**src/rtl/core/gbfo_pkg.sv**
```systemverilog
package gbfo_pkg;

  // Field widths fixed by the item format.
  localparam int VertexW     = 4;
  localparam int RowW        = 16;
  localparam int CountW      = 5;
  localparam int RowLimit    = 16;
  localparam int MaxVertices = 16;

  // Operation codes.
  localparam logic OpLoad   = 1'b0;
  localparam logic OpSearch = 1'b1;

  typedef struct packed {
    logic               operation;
    logic [VertexW-1:0] vertex;
    logic [RowW-1:0]    neighbour_bits;
  } in_t;

  typedef struct packed {
    logic [VertexW-1:0] visited_vertex;
    logic               last;
    logic               bad_start;
  } out_t;

  typedef enum logic [2:0] {
    StIdle,
    StDeq,
    StQWait,
    StRWait,
    StScan
  } state_e;

endpackage

```
**src/rtl/core/graph_breadth_first_order.sv**
```systemverilog
// Channel   | Direction | Ports                         | Transfer
// ----------+-----------+-------------------------------+----------------------------------
// command   | in        | start_i, busy_o, item_i       | edge with start_i high, busy_o low
// result    | out       | res_strobe_o, res_o           | every cycle res_strobe_o is high
// config    | in        | cfg_we_i, cfg_wdata_i         | edge with cfg_we_i high
//
// A load gives no result. A bad start gives its single result in the next
// cycle. A good search keeps busy_o high while each dequeued vertex passes
// through dequeue, queue RAM read, adjacency RAM read and empty scan, plus one
// scan step per new vertex it adds, and one more dequeue finds the queue empty.
// The final result shows in the same cycle that busy_o falls. Reset clears the
// adjacency rows at once through per-row valid bits; no clearing pass. The
// receiver cannot stall: each result is shown for exactly one cycle.
module graph_breadth_first_order #(
  parameter int MaxVertices = gbfo_pkg::MaxVertices
) (
  input  logic                              clk_i,
  input  logic                              rst_ni,
  input  logic                              start_i,
  output logic                              busy_o,
  input  gbfo_pkg::in_t                     item_i,
  input  logic                              cfg_we_i,
  input  logic [gbfo_pkg::CountW-1:0]       cfg_wdata_i,
  output logic                              res_strobe_o,
  output gbfo_pkg::out_t                    res_o
);

  // Rows at or above the lesser of the two limits are never stored.
  localparam int RowDepth = (MaxVertices < gbfo_pkg::RowLimit) ? MaxVertices
                                                                 : gbfo_pkg::RowLimit;
  localparam int RowAw    = $clog2(RowDepth);
  localparam int QAw      = $clog2(MaxVertices);

  localparam int VW = gbfo_pkg::VertexW;
  localparam int RW = gbfo_pkg::RowW;
  localparam int CW = gbfo_pkg::CountW;

  gbfo_pkg::state_e state_q, state_d;

  logic [CW-1:0]       vcount_q;
  logic [RowDepth-1:0] row_valid_q, row_valid_d;
  logic [RW-1:0]       visited_q, visited_d;
  logic [RW-1:0]       cand_q, cand_d;
  logic [QAw-1:0]      head_q, head_d, tail_q, tail_d;
  logic [VW-1:0]       pend_q, pend_d;
  logic                row_vld_q;
  logic                res_strobe_q, res_strobe_d;
  gbfo_pkg::out_t      res_q, res_d;

  logic [CW-1:0]       n_act;
  logic [RW-1:0]       mask;
  logic [VW-1:0]       pick;
  logic [RW-1:0]       row_eff;

  // Queue RAM port signals
  logic                q_we;
  logic [QAw-1:0]      q_waddr;
  logic [VW-1:0]       q_wdata;
  logic [VW-1:0]       q_rdata;

  // Adjacency RAM port signals
  logic                a_we;
  logic [RowAw-1:0]    a_waddr;
  logic [RW-1:0]       a_rdata;
  logic [RowAw-1:0]    a_raddr;

  gbfo_ram #(
    .Width (VW),
    .Depth (MaxVertices)
  ) u_queue (
    .clk_i   (clk_i),
    .we_i    (q_we),
    .waddr_i (q_waddr),
    .wdata_i (q_wdata),
    .raddr_i (head_q),
    .rdata_o (q_rdata)
  );

  gbfo_ram #(
    .Width (RW),
    .Depth (RowDepth)
  ) u_adj (
    .clk_i   (clk_i),
    .we_i    (a_we),
    .waddr_i (a_waddr),
    .wdata_i (item_i.neighbour_bits),
    .raddr_i (a_raddr),
    .rdata_o (a_rdata)
  );

  // Dequeued vertex addresses its row straight from the queue read data.
  assign a_raddr = q_rdata[RowAw-1:0];
  assign a_waddr = item_i.vertex[RowAw-1:0];

  // Vertex count saturates at RowDepth, the lesser of the two limits.
  assign n_act = (vcount_q > CW'(RowDepth)) ? CW'(RowDepth) : vcount_q;

  always_comb begin
    for (int j = 0; j < RW; j++) begin
      mask[j] = (CW'(j) < n_act);
    end
  end

  assign row_eff = (row_vld_q ? a_rdata : '0) & mask & ~visited_q;

  // Lowest pending neighbour first: ascending index order.
  always_comb begin
    pick = '0;
    for (int j = RW - 1; j >= 0; j--) begin
      if (cand_q[j]) begin
        pick = VW'(j);
      end
    end
  end

  assign busy_o = (state_q != gbfo_pkg::StIdle);

  always_comb begin
    state_d      = state_q;
    row_valid_d  = row_valid_q;
    visited_d    = visited_q;
    cand_d       = cand_q;
    head_d       = head_q;
    tail_d       = tail_q;
    pend_d       = pend_q;
    res_strobe_d = 1'b0;
    res_d        = res_q;
    q_we         = 1'b0;
    q_waddr      = tail_q;
    q_wdata      = pick;
    a_we         = 1'b0;

    case (state_q)
      gbfo_pkg::StIdle: begin
        if (start_i) begin
          if (item_i.operation == gbfo_pkg::OpLoad) begin
            if ({1'b0, item_i.vertex} < CW'(RowDepth)) begin
              a_we                               = 1'b1;
              row_valid_d[item_i.vertex[RowAw-1:0]] = 1'b1;
            end
          end else if ({1'b0, item_i.vertex} >= n_act) begin
            res_strobe_d         = 1'b1;
            res_d.visited_vertex = '0;
            res_d.last           = 1'b1;
            res_d.bad_start      = 1'b1;
          end else begin
            // Start vertex goes in slot 0 and is held back until the next
            // vertex shows whether it is the final one.
            visited_d               = '0;
            visited_d[item_i.vertex] = 1'b1;
            q_we                    = 1'b1;
            q_waddr                 = '0;
            q_wdata                 = item_i.vertex;
            head_d                  = '0;
            tail_d                  = QAw'(1);
            pend_d                  = item_i.vertex;
            state_d                 = gbfo_pkg::StDeq;
          end
        end
      end

      gbfo_pkg::StDeq: begin
        if (head_q == tail_q) begin
          res_strobe_d         = 1'b1;
          res_d.visited_vertex = pend_q;
          res_d.last           = 1'b1;
          res_d.bad_start      = 1'b0;
          state_d              = gbfo_pkg::StIdle;
        end else begin
          head_d  = (head_q == QAw'(MaxVertices - 1)) ? '0 : head_q + 1'b1;
          state_d = gbfo_pkg::StQWait;
        end
      end

      gbfo_pkg::StQWait: begin
        state_d = gbfo_pkg::StRWait;
      end

      gbfo_pkg::StRWait: begin
        cand_d  = row_eff;
        state_d = gbfo_pkg::StScan;
      end

      gbfo_pkg::StScan: begin
        if (cand_q == '0) begin
          state_d = gbfo_pkg::StDeq;
        end else begin
          res_strobe_d         = 1'b1;
          res_d.visited_vertex = pend_q;
          res_d.last           = 1'b0;
          res_d.bad_start      = 1'b0;
          pend_d               = pick;
          visited_d[pick]      = 1'b1;
          cand_d[pick]         = 1'b0;
          q_we                 = 1'b1;
          tail_d = (tail_q == QAw'(MaxVertices - 1)) ? '0 : tail_q + 1'b1;
        end
      end

      default: begin
        state_d = gbfo_pkg::StIdle;
      end
    endcase
  end

  always_ff @(posedge clk_i or negedge rst_ni) begin
    if (!rst_ni) begin
      state_q      <= gbfo_pkg::StIdle;
      vcount_q     <= CW'(gbfo_pkg::RowLimit);
      row_valid_q  <= '0;
      visited_q    <= '0;
      head_q       <= '0;
      tail_q       <= '0;
      res_strobe_q <= 1'b0;
    end else begin
      state_q      <= state_d;
      row_valid_q  <= row_valid_d;
      visited_q    <= visited_d;
      head_q       <= head_d;
      tail_q       <= tail_d;
      res_strobe_q <= res_strobe_d;
      if (cfg_we_i) begin
        vcount_q <= cfg_wdata_i;
      end
    end
  end

  always_ff @(posedge clk_i) begin
    cand_q    <= cand_d;
    pend_q    <= pend_d;
    res_q     <= res_d;
    row_vld_q <= row_valid_q[q_rdata[RowAw-1:0]];
  end

  assign res_strobe_o = res_strobe_q;
  assign res_o        = res_q;

  // A bad start is always a single, final result.
  a_bad_is_last: assert property (@(posedge clk_i) disable iff (!rst_ni)
    res_strobe_o && res_o.bad_start |-> res_o.last)
    else $error("bad start result without last");

  // Non-final results only come out while a search is still running.
  a_nonlast_busy: assert property (@(posedge clk_i) disable iff (!rst_ni)
    res_strobe_o && !res_o.last |-> busy_o)
    else $error("non-final result outside a search");

  // Each scanned neighbour is new; a vertex is never enqueued twice.
  a_pick_unvisited: assert property (@(posedge clk_i) disable iff (!rst_ni)
    (state_q == gbfo_pkg::StScan) && (cand_q != '0) |-> !visited_q[pick])
    else $error("revisiting a vertex");

  // A search only begins on an accepted search command.
  a_busy_cause: assert property (@(posedge clk_i) disable iff (!rst_ni)
    $rose(busy_o) |-> $past(start_i && item_i.operation == gbfo_pkg::OpSearch))
    else $error("search started without command");

endmodule

```
**src/rtl/core/gbfo_ram.sv**
```systemverilog
module gbfo_ram #(
  parameter int Width = 16,
  parameter int Depth = 16
) (
  input  logic                     clk_i,
  input  logic                     we_i,
  input  logic [$clog2(Depth)-1:0] waddr_i,
  input  logic [Width-1:0]         wdata_i,
  input  logic [$clog2(Depth)-1:0] raddr_i,
  output logic [Width-1:0]         rdata_o
);

  logic [Width-1:0] mem_q [Depth];

  always_ff @(posedge clk_i) begin
    if (we_i) begin
      mem_q[waddr_i] <= wdata_i;
    end
    rdata_o <= mem_q[raddr_i];
  end

endmodule
```
**config.mk**
```make
export PLATFORM = sky130hd
export DESIGN_NAME = graph_breadth_first_order
export DESIGN_NICKNAME = d
export VERILOG_FILES = /design/src/rtl/core/gbfo_pkg.sv /design/src/rtl/core/graph_breadth_first_order.sv /design/src/rtl/core/gbfo_ram.sv
export SDC_FILE = /design/constraint.sdc
export NUM_CORES = 1
export LEC_CHECK = 0
export BUFFER_PORTS_ARGS = -buffer_cell sky130_fd_sc_hd__clkbuf_2
export CAP_MARGIN = 20
export CORE_UTILIZATION = 35
export DETAILED_ROUTE_END_ITERATION = 10
export PLACE_DENSITY = 0.57
export SETUP_SLACK_MARGIN = 0.02
export SLEW_MARGIN = 5
export SYNTH_ARGS = -nofsm -noshare
export SYNTH_HDL_FRONTEND = slang
export SYNTH_HIERARCHICAL = 1
export SYNTH_SLANG_ARGS = --single-unit
export TNS_END_PERCENT = 30
```
**constraint.sdc**
```tcl
create_clock -name clk_i -period 3.8 [get_ports clk_i]
set_input_delay 0.19 -clock clk_i [delete_from_list [all_inputs] [get_ports clk_i]]
set_output_delay 0.19 -clock clk_i [all_outputs]
set_load 0.1 [all_outputs]
```
After elaboration in Yosys (flattened, before gate mapping)
Memories as Yosys holds them, arrays and structs flattened. A register that Yosys moved wholly into a read port is not among the register bits.
Cells that the tools add are included.
{ "totals": {"input_bits": 30, "elab_cells": 163, "ff_bits": 76, "n_memories": 2, "output_inout_bits": 8, "mem_bits_rw": 320} }
{ "mem_list": {"columns": ["memory", "words", "width", "rd", "rd_clocked_by_memory_dff", "wr", "line", "text"], "rows": [
  ["u_adj.mem_q", 16, 16, 1, 1, 1, "gbfo_ram.sv:13", "logic [Width-1:0] mem_q [Depth];"],
  ["u_queue.mem_q", 16, 4, 1, 1, 1, "gbfo_ram.sv:13", null]
]} }
{ "classes": {"n_addsub": 2, "n_eq_ne": 15, "reduce_logical": 15, "bitwise_logic": 8, "mux": 85, "order_cmp": 23} }
{ "op_table": {"columns": ["cell", "n"], "rows": [
  ["$mux W4", 38],
  ["$mux W16", 6],
  ["$pmux W16 S2", 2],
  ["$and A16 B16 Y16", 3],
  ["$lt A4 B5 Y1 const A", 8],
  ["$not A16 Y16", 2],
  ["$or A16 B16 Y16", 2],
  ["$mux W6", 5],
  ["$pmux W4 S2", 3],
  ["$lt A3 B5 Y1 const A", 4],
  ["$mux W1", 18],
  ["$pmux W6 S3", 1],
  ["$logic_not A16 Y1", 1],
  ["$ne A2 B2 Y1 const B", 8],
  ["$lt A4 B5 Y1 const B", 3],
  ["$pmux W3 S5", 1],
  ["$mux W3", 4],
  ["$lt A1 B5 Y1 const A", 2],
  ["$lt A2 B5 Y1 const A", 2],
  ["$reduce_and A5 Y1", 2],
  ["$add A4 B1 Y4 const B", 2],
  ["$demux W1 S4", 2],
  ["$eq A4 B4 Y1 const B", 2],
  ["$ge A4 B1 Y1 const B", 2],
  ["other kinds (20)", 25]
]} }

Longest topological paths before layout
Gate-level depths: netlist of run 1.
{ "depth": {"depth_word": 24, "ltp_mapped": 12, "ltp_nobuf": 10} }

By module
Netlist of run 1, hierarchy kept.
{ "by_module_without_submodules": {"columns": ["mod", "cells_each", "seq_area_each_um2", "area_each_um2", "n_inst"], "rows": [
  ["gbfo_ram (u_adj)", 432, 8007.7, 10042.1, 1],
  ["graph_breadth_first_order", 424, 2028.2, 4322.9, 1],
  ["gbfo_ram (u_queue)", 130, 2001.9, 2666.3, 1]
]} }

Worst setup path before layout of run 1
Ideal clock, no wire load.
{ "synth_timing": {"path_kind": "reg2reg", "from": "reg state_q[1]", "to": "mem u_adj.mem_q[0][0], enable pin", "slack_ns": 0.130, "t_required_ns": 3.391, "arrival_ns": 3.261, "synth_period_minus_slack_ns": 3.670, "stages_incl_launch_ff": 7, "setup_time_ns": 0.409, "path_buffers": 1, "cell_sequence": "dfrtp_1 -> buf_2 -> nor3_2 -> inv_1 -> nor3b_2 -> or3b_2 -> nor3_1"} }
{ "synth_between": {"elab_chain_cells": 4} }
{ "synth_rtl": {"columns": ["element", "line", "text"], "rows": [
  ["start: declaration", "graph_breadth_first_order.sv:38", "gbfo_pkg::state_e state_q, state_d;"],
  ["start signal: assignment", "graph_breadth_first_order.sv:208", "state_q <= gbfo_pkg::StIdle;"],
  ["start signal: assignment", "graph_breadth_first_order.sv:216", "state_q <= state_d;"],
  ["$logic_not A3 Y1", "graph_breadth_first_order.sv:133", "case (state_q)"],
  ["$mux W1", "graph_breadth_first_order.sv:133", null],
  ["named net a_we", "graph_breadth_first_order.sv:62", "logic a_we;"],
  ["$mux W1", "gbfo_ram.sv:16", "if (we_i) begin"],
  ["$mux W1 (not written as such)", "gbfo_ram.sv:17", "mem_q[waddr_i] <= wdata_i;"],
  ["end: declaration", "gbfo_ram.sv:13", null]
]} }
The timed path passes the listed nets, and every way through them passes these cells.

Worst setup path in the final report of run 1
{ "layout_timing": {"from": "reg vcount_q[2]", "to": "mem u_queue/mem_q[0][2] in the netlist's numbering, enable pin"} }
{ "layout_between": {"elab_chain_cells": 9, "elab_cells_between_ends": 13, "cone_classes": "order compare (2); mux (11)"} }
{ "layout_rtl": {"columns": ["element", "line", "text"], "rows": [
  ["start: declaration", "graph_breadth_first_order.sv:40", "logic [CW-1:0] vcount_q;"],
  ["start signal: assignment", "graph_breadth_first_order.sv:209", "vcount_q <= CW'(gbfo_pkg::RowLimit);"],
  ["start signal: assignment", "graph_breadth_first_order.sv:223", "vcount_q <= cfg_wdata_i;"],
  ["$gt A5 B5 Y1", "graph_breadth_first_order.sv:96", "assign n_act = (vcount_q > CW'(RowDepth)) ? CW'(RowDepth) : vcount_q;"],
  ["$mux W5 *", "graph_breadth_first_order.sv:96", null],
  ["$ge A4 B5 Y1 *", "graph_breadth_first_order.sv:141", "end else if ({1'b0, item_i.vertex} >= n_act) begin"],
  ["$mux W1 *", "graph_breadth_first_order.sv:141", null],
  ["$mux W1 *", "graph_breadth_first_order.sv:136", "if (item_i.operation == gbfo_pkg::OpLoad) begin"],
  ["$mux W1 *", "graph_breadth_first_order.sv:135", "if (start_i) begin"],
  ["$pmux W1 S2 *", "graph_breadth_first_order.sv:133", null],
  ["named net q_we", "graph_breadth_first_order.sv:56", "logic q_we;"],
  ["$mux W1 *", "gbfo_ram.sv:16", null],
  ["$mux W1 (not written as such) *", "gbfo_ram.sv:17", null],
  ["end: declaration", "gbfo_ram.sv:13", null]
]} }
The timed path passes the listed nets; every way through them passes the cells marked *.

==> results of run 1 <==
-- final cells by class --
class,instances,area [um2],area share
inverter,19,73.82,0.003734
multi-input combinational,502,4717,0.2386
clock inverter,27,307.8,0.01557
tap,615,769.5,0.03892
sequential,416,12040,0.6092
timing repair buffer,92,670.6,0.03392
clock buffer,56,1187,0.06006
-- per-stage QoR --
stage / std cells / total power, mW
detailed placement: 1630 / 9.663
CTS: 1727 / 14.12
finish: 1727 / 14.00
global route: 1727 / 14.64
floorplan: 986 / 8.568
global placement: 1630 / 9.639
-- logic make-up after synthesis --
kind of cell | count (synthesis) | share of synthesized area
and+or+nand+nor | 232 | 0.07324
adders and majority gates | 6 | 0.004408
AOI/OAI and AO/OA | 169 | 0.07192
buffers and inverters | 68 | 0.01991
DFF | 416 | 0.7068
xor gates and xnor gates | 4 | 0.002057
muxes | 91 | 0.1217
-- critical path: stages (launching register included) --
cell and delay (ns):
dfrtp_1 0.52, nor2b_1 0.26, inv_1 0.07, ha_1 0.29
a21oi_1 0.13, o21ai_0 0.21, a21oi_4 0.37, nor2_8 0.09
inv_4 0.15, or3b_2 0.51, nor3_1 0.48
-- what timing repair did --
item | 4_1_cts | 5_1_grt
hold buffers | 14 | 0
endpoints found under the setup margin | 0 | 0
hold endpoints to repair | 70 | 0
-- cells in the final DEF, fill, tap and decap left out, types with 8 or more instances in the layout --
cell	instances
nand2b_1	13
dfxtp_1	19
clkbuf_1	9
mux4_2	61
dlygate4sd3_1	14
inv_1	17
o21bai_1	14
nand2_1	60
clkbuf_2	37
nor2b_1	15
clkinv_2	9
nor2_1	40
nand3_1	25
buf_4	38
nor3_1	13
nor2_2	12
o21ai_1	8
mux4_1	24
o21ai_0	23
dfrtp_1	48
a21oi_1	25
edfxtp_1	346
clkbuf_16	45
a22oi_1	37
-- power by group through the flow --
stage               clock network [mW]  logic (mW)  registers, mW
finish                            4.42        3.50           6.08
global route                      4.72        3.77           6.14
CTS                               4.52        3.52           6.08
detailed placement                   0        3.49           6.17
global placement                     0        3.48           6.16
floorplan                            0        2.56           6.01
-- sequential cells by signal, summed over array words and instances, names as in the netlist --
register	flops
u_adj/mem_q	256
u_queue/mem_q	64
cand_q	16
row_valid_q	16
u_adj/rdata_o	16
visited_q	16
res_o	6
vcount_q	5
head_q	4
pend_q	4
tail_q	4
u_queue/rdata_o	4
state_q	3
res_strobe_o	1
row_vld_q	1
-- worst paths after layout --
check	start	to	slack [ns]	depth (start not counted)
worst max-delay path	vcount_q[2]$_DFFE_PN0P_	u_queue/mem_q[0][2]$_DFFE_PP_	0.35	10
worst min-delay path	item_i[0]	u_adj/mem_q[8][0]$_DFFE_PP_	0.02	1
worst max register to register	vcount_q[2]$_DFFE_PN0P_	u_queue/mem_q[0][2]$_DFFE_PP_	0.35	10
worst min register to register	row_valid_q[11]$_DFFE_PN0P_	row_valid_q[11]$_DFFE_PN0P_	0.46	1
max in group asynchronous	rst_ni	state_q[0]$_DFFE_PN0P_	3.08	3
min in group asynchronous	rst_ni	vcount_q[1]$_DFFE_PN0P_	0.27	3
-- routing by layer --
layer	vias to the layer above	global-route usage	wire length (um)
li1	4164	-	-
met1	4858	0.2251	17690
met2	288	0.2485	17950
met3	62	0.03094	2258
met4	6	0.04583	792
met5	-	0	33
-- cell usage after synthesis, drive strengths merged, types with 4 or more instances --
library cell | instances | area, um2
a311oi | 5 | 50.04
nor4b | 4 | 35.03
nor2b | 16 | 107.6
a32o | 4 | 40.04
nand2b | 14 | 95.09
inv | 19 | 73.82
o31ai | 8 | 60.06
o21bai | 14 | 105.1
nor2 | 53 | 215.2
a31o | 6 | 52.55
a31oi | 4 | 25.02
ha | 6 | 75.07
nand3 | 25 | 125.1
dfrtp | 48 | 1201
buf | 25 | 175.2
a22oi | 37 | 277.8
dfxtp | 21 | 420.4
nor4 | 5 | 67.56
o21ai | 31 | 155.2
clkbuf | 24 | 90.09
edfxtp | 346 | 10390
o311ai | 4 | 35.03
nor3b | 5 | 42.54
and2 | 7 | 43.79
mux2 | 6 | 67.56
nand2 | 60 | 225.2
a21oi | 28 | 158.9
mux4 | 85 | 2004
nor3 | 21 | 131.4
nand3b | 5 | 37.54
xor2 | 4 | 35.03
a21o | 5 | 37.54
==> reports/metrics.yaml, run 1 <==
finalNetCount: 1112
io_pins: 38
syn2layout_area_growth_pct: 16.07
cts.reportedPaths.clkPinSlew_ns: 0.06
cp-end-kind: "flip-flop"
die-area_um2: 49550
slew_violations: 0
fmax_ghz: 0.2898
period_share: 0.9079
synth_nets: 1022
max-cap-violations: 0
switching_share: 0.3091
rows: 80
post_cts_buffers: 0
required_ns: 4.00
worst-setup-path-type: "flip-flop to flip-flop"
grt_pass1_wl_um: 59110
drc: 0
drt_iter0_markers: 865
core_area_um2: 47850
setup_tns_ns: 0
hold_class: "primary input to flip-flop"
min_period_ns: 3.450
grt.overflow.total: 0
h-tree-depth: 2
syn_avg_cell_area_um2: 17.27
pwr-share-seq: 0.434
root_buffer: "clkbuf_16"
p_int_mw: 9.674
comb_power_share: 0.250
synth_edf_count: 346
antennaDiodeCount: 0
final_area_um2: 19770
cts_tree: "done"
dr.pass1.iters: 5
irDropWorstVdd_uv: 332.9
cts_sinks: 416
ys_seq_area_frac: 0.7068
dpl_cell_area_um2: 18130
ys.flop_type: "edfxtp_1"
drive_gt1_frac: 0.2347
yosys_register_bits: 416
place.gp.congestion: 0.8568
vias_per_cell: 5.430
startpoint_type: "flip-flop"
wl_per_cell_um: 22.43
ys_types: 77
setup_viol: 0
async_reset_ff_frac: 0.1178
syn_inst: 986
grt_max_degree: 50
detail_route.wirelength_um: 38730
cts_resized: 0
fill_cells: 4276
initial_core_util: 0.3560
pre_cts_slack_ns: 0.3583
dp_hpwl_um: 23820
worst_pin_slew_ns: 0.9711
insertion_delay_ns: 0.57
hold_viol: 0
ys_warn_count: 6
setup_ws_ns: 0.3499
clockBufferDepth: 3
grtUsageTotal: 0.1589
die_w_um: 222.6
ant_nets: 0
skew_ns: 0.008966
leakage_nw: 6.680
clockPowerShare: 0.316
grt_pass1_vias: 9450
hold_slack_ns: 0.02158
final_util: 0.4132
die_y_um: 222.6
numCtsBuffers: 45
synth.cell_area_um2: 17030
critPathArrivalTime_ns: 3.65
rsz0062_at_grt: "false"
via_count: 9378
outcome: "finished clean"
relSlewSlack: 0.3526
io_buffer_count: 37
crit_fanout: 12
antenna_found_initial: 4
power.switching_mw: 4.327
p_per_area_nw_per_um2: 708.2
No activity file was read; power rests on OpenSTA's default activity.
==> run 2: changes to the inputs <==
BUFFER_PORTS_ARGS = not set   (was -buffer_cell sky130_fd_sc_hd__clkbuf_2)
CTS_BUF_LIST = sky130_fd_sc_hd__clkbuf_4 sky130_fd_sc_hd__clkbuf_8 sky130_fd_sc_hd__clkbuf_16   (was not set)
DONT_BUFFER_PORTS = 1   (was not set)
PLACE_DENSITY = 0.5   (was 0.57)
==> reports/metrics.yaml, run 2 (same netlist as run 1, synthesis figures left out) <==
slew_violations: 0
p_int_mw: 9.607
io_buffer_count: 0
setup_viol: 0
grt_max_degree: 61
drt_iter0_markers: 697
final_cell_mix: "346 x edfxtp_1, 61 x mux4_2, 60 x nand2_1, 48 x dfrtp_1"
relSlewSlack: 0.2636
vias_per_cell: 5.386
io_pins: 38
min_period_ns: 3.292
clockPowerShare: 0.308
detail_route.wirelength_um: 40970
grtUsageTotal: 0.1674
grt_pass1_vias: 9392
antenna_found_initial: 3
via_count: 9275
die-area_um2: 49550
hold_class: "primary input to flip-flop"
required_ns: 4.01
max_stage_delay_ns: 0.60
hold_viol: 0
final_common_cell: "edfxtp_1"
grt.overflow.total: 0
outcome: "finished clean"
ant_nets: 0
place.gp.congestion: 0.8294
crit_fanout: 12
max-cap-violations: 0
worst_pin_slew_ns: 1.105
core_area_um2: 47850
initial_core_util: 0.3560
clockBufferDepth: 3
cp-end-kind: "flip-flop"
syn2layout_area_growth_pct: 16.71
switching_share: 0.3079
worst-setup-path-type: "flip-flop to flip-flop"
irDropWorstVdd_uv: 332.4
die_w_um: 222.6
skew_ns: 0.02522
p_per_area_nw_per_um2: 698.3
leakage_nw: 6.688
setup_tns_ns: 0
finalNetCount: 1105
fmax_ghz: 0.3038
largest_register: "u_adj/mem_q"
grt_pass1_wl_um: 61290
comb_power_share: 0.239
dp_hpwl_um: 25350
die_y_um: 222.6
period_share: 0.8662
cts_tree: "done"
largest_reg_flops: 256
startpoint: "vcount_q[4]$_DFFE_PN1P_"
top_regs: "u_adj/mem_q (256), u_queue/mem_q (64)"
dr.pass1.iters: 4
cts.reportedPaths.clkPinSlew_ns: 0.06
h-tree-depth: 2
cp_cell_sequence: "buf_4 -> nand2b_1 -> ha_1 -> nor2b_1 -> a21oi_4 -> nor2_8 -> inv_4 -> or3b_2 -> nor3_1"
insertion_delay_ns: 0.57
power.switching_mw: 4.274
slowest_stage: "dfstp_2"
critPathArrivalTime_ns: 3.50
rows: 80
regToRegStartpoint: "vcount_q[4]$_DFFE_PN1P_"
post_cts_buffers: 0
pwr-share-seq: 0.453
final_area_um2: 19880
worstHoldStart: "item_i[17]"
startpoint_type: "flip-flop"
numCtsBuffers: 44
wl_per_cell_um: 23.79
dpl_cell_area_um2: 18020
drc: 0
root_buffer: "clkbuf_16"
cts_sinks: 416
drive_gt1_frac: 0.2253
rsz0062_at_grt: "false"
[run 2: path summary, 6_finish.rpt]
kind,end,slack [ns],cells past startpoint
max reg2reg,u_queue/mem_q[0][2]$_DFFE_PP_,0.51,9
min,visited_q[2]$_DFFE_PN0P_,0.06,3
min in group asynchronous,visited_q[3]$_DFFE_PN0P_,0.15,2
max in group asynchronous,vcount_q[4]$_DFFE_PN1P_,3.33,2
max,u_queue/mem_q[0][2]$_DFFE_PP_,0.51,9
min reg2reg,row_valid_q[7]$_DFFE_PN0P_,0.46,1
[run 2: critical path: cells and delay by family, from the launching register on]
family	cells	cell delay [ns]
fa+ha+maj	1	0.27
buf+inv	2	0.35
compound gates	1	0.31
simple gates	5	1.41
flops	1	0.60
[run 2: what timing repair did]
item	in CTS	in global routing
hold endpoints to repair	357	0
endpoints found under the setup margin	0	0
gates resized for setup	0	0
hold buffers	37	0
[run 2: per-stage QoR]
stage               total power [mW]  std cells  utilization  hold WS (ns)  worst slack [ns]
floorplan                      8.568        986            -       -0.1056            0.1300
global placement               9.631       1601       0.3765       -0.1021            0.5546
detailed placement             9.636       1601       0.3765       -0.1019            0.4838
CTS                            14.05       1720       0.4154       0.01747            0.4861
global route                   14.50       1721       0.4154       0.06347            0.3224
finish                         13.88       1722       0.4155       0.05903            0.5083
[run 2: layout make-up]
cell class | count | area, um2
fillers | 4291 | 27970
inverters | 19 | 73.82
diodes | 2 | 5.005
multi-input cells | 502 | 4722
well taps | 615 | 769.5
repair buffers | 86 | 793.3
clock inverters | 10 | 85.08
flip-flops and latches | 416 | 12050
clock buffers | 72 | 1384
[run 2: power by group through the flow]
| stage | Combinational, mW | Sequential (mW) | Clock [mW] |
|---|---|---|---|
| 4_1_cts | 3.36 | 6.30 | 4.39 |
| 3_3_place_gp | 3.24 | 6.39 | 0 |
| 6_report | 3.32 | 6.29 | 4.28 |
| 5_1_grt | 3.60 | 6.36 | 4.54 |
| 3_5_place_dp | 3.25 | 6.38 | 0 |
| 2_1_floorplan | 2.56 | 6.01 | 0 |
[run 2: routing by layer]
metal / GRT usage / part of all wire
met5: 0 / 0
met4: 0.05006 / 0.021
met3: 0.02724 / 0.050
met2: 0.2584 / 0.46
met1: 0.2430 / 0.47
==> run 3: changes to the inputs <==
CORE_ASPECT_RATIO = 2   (was not set)
==> reports/metrics.yaml, run 3 (same netlist as run 1, synthesis figures left out) <==
cp-end-kind: "flip-flop"
numCtsBuffers: 39
grt_pass1_wl_um: 65520
drt_iter0_markers: 768
slowest_stage: "dfstp_2"
setup_tns_ns: 0
via_count: 9262
startpoint_type: "flip-flop"
min_period_ns: 3.424
fmax_ghz: 0.2920
wl_per_cell_um: 25.81
cts_tree: "done"
grtUsageTotal: 0.1865
vias_per_cell: 5.369
syn2layout_area_growth_pct: 14.95
io_buffer_count: 0
fill_cells: 4493
critPathArrivalTime_ns: 3.59
clockBufferDepth: 3
initial_core_util: 0.3533
drc: 0
skew_ns: 0.01797
insertion_delay_ns: 0.54
io_pins: 38
dr.pass1.iters: 5
die-area_um2: 49600
regToRegStartpoint: "vcount_q[4]$_DFFE_PN1P_"
root_buffer: "clkbuf_16"
cp_num_buf_inv: 2
p_per_area_nw_per_um2: 687.3
max_stage_delay_ns: 0.58
setup_viol: 0
multi_input_area_um2: 4715
crit_fanout: 13
finalPower_mw: 13.46
finalNetCount: 1092
period_share: 0.9012
min_path_cells: 4
rsz0062_at_grt: "false"
leakage_nw: 6.511
worst_pin_slew_ns: 1.055
max-cap-violations: 0
dpl_cell_area_um2: 17940
antennaDiodeCount: 0
grt_max_degree: 50
worst-setup-path-type: "flip-flop to flip-flop"
worstHoldStart: "start_i"
crit_family: "simple AND/OR/NAND/NOR gates"
crit_cells: 9
die_w_um: 158.0
ant_nets: 0
outcome: "finished clean"
antenna_found_initial: 0
final_common_cell: "edfxtp_1"
cts_sinks: 416
core_area_um2: 48210
top_regs: "u_adj/mem_q (256), u_queue/mem_q (64)"
die_y_um: 314.0
rows: 114
grt_pass1_vias: 9997
pre_cts_slack_ns: 0.3774
h-tree-depth: 2
reg2reg_to: "u_queue/mem_q[0][2]$_DFFE_PP_"
grt.overflow.total: 0
largest_register: "u_adj/mem_q"
relSlewSlack: 0.2979
hold_viol: 0
hold_class: "primary input to flip-flop"
final_cell_mix: "346 x edfxtp_1, 61 x mux4_2, 60 x nand2_1, 48 x dfrtp_1"
place.gp.congestion: 0.8917
regArea_um2: 12050
drive_gt1_frac: 0.2070
whs_endpoint: "state_q[0]$_DFFE_PN0P_"
slew_violations: 0
largest_reg_flops: 256
required_ns: 3.97
reg2reg_depth: 9
cts.reportedPaths.clkPinSlew_ns: 0.06
r2r_setup_slack_ns: 0.38
cp_cell_sequence: "buf_4 -> nand2b_1 -> ha_1 -> nor2b_1 -> a21oi_4 -> nor2_8 -> inv_4 -> or3b_2 -> nor3_1"
irDropWorstVdd_uv: 322.8
cts_resized: 0
detail_route.wirelength_um: 44520
setup_ws_ns: 0.3755
final_area_um2: 19580
dp_hpwl_um: 29000
run 3: what timing repair did:
item                       4_1_cts  5_1_grt
buffers inserted                 0        0
hold buffers                    37        0
hold endpoints to repair       331        0
setup endpoints to repair        0        0
run 3: worst reg2reg max path: stages, from the launching register on:
cell,delay (ns)
dfstp_2,0.58
buf_4,0.20
nand2b_1,0.21
ha_1,0.27
nor2b_1,0.18
a21oi_4,0.34
nor2_8,0.10
inv_4,0.15
or3b_2,0.54
nor3_1,0.49
run 3: worst max-delay path by stage:
stage / start / to / slack (ns)
after global routing: vcount_q[4]$_DFFE_PN1P_ / u_queue/mem_q[0][2]$_DFFE_PP_ / 0.20
after global placement: vcount_q[4]$_DFFE_PN1P_ / u_queue/mem_q[0][1]$_DFFE_PP_ / 0.45
after CTS: vcount_q[4]$_DFFE_PN1P_ / u_queue/mem_q[0][2]$_DFFE_PP_ / 0.35
final: vcount_q[4]$_DFFE_PN1P_ / u_queue/mem_q[0][2]$_DFFE_PP_ / 0.38
after detailed placement: vcount_q[4]$_DFFE_PN1P_ / u_queue/mem_q[0][1]$_DFFE_PP_ / 0.38
after floorplan: state_q[1]$_DFFE_PN0P_ / u_adj/mem_q[0][0]$_DFFE_PP_ / 0.13
run 3: per-layer routing:
layer	GRT usage	vias up	share of wire	wire (um)
met2	0.3574	253	0.56	25140
met1	0.1897	4793	0.34	15290
met4	0.09659	0	0.053	2338
li1	-	4101	-	-
met5	0	-	0	0
met3	0.02826	115	0.039	1750
run 3: layout make-up:
cell class	count	area share
flip-flops and latches	416	0.6153
multi-input cells	502	0.2408
clock buffers	53	0.05643
well taps	638	0.04077
repair buffers	78	0.03605
clock inverters	19	0.006902
inverters	19	0.003771
run 3: where the power goes:
part / switching (mW) / total (mW) / internal (mW)
Clock: 1.69 / 3.82 / 2.13
Sequential: 0.769 / 6.31 / 5.54
Combinational: 1.82 / 3.33 / 1.51
Total: 4.28 / 13.5 / 9.18
run 3: stage by stage:
stage               instances  hold WS, ns    util
finish                   1725      0.02270  0.4061
global route             1725     0.006455  0.4061
CTS                      1724    0.0004213  0.4060
detailed placement       1615     -0.09993  0.3722
global placement         1615      -0.1022  0.3722
floorplan                 986      -0.1056       -
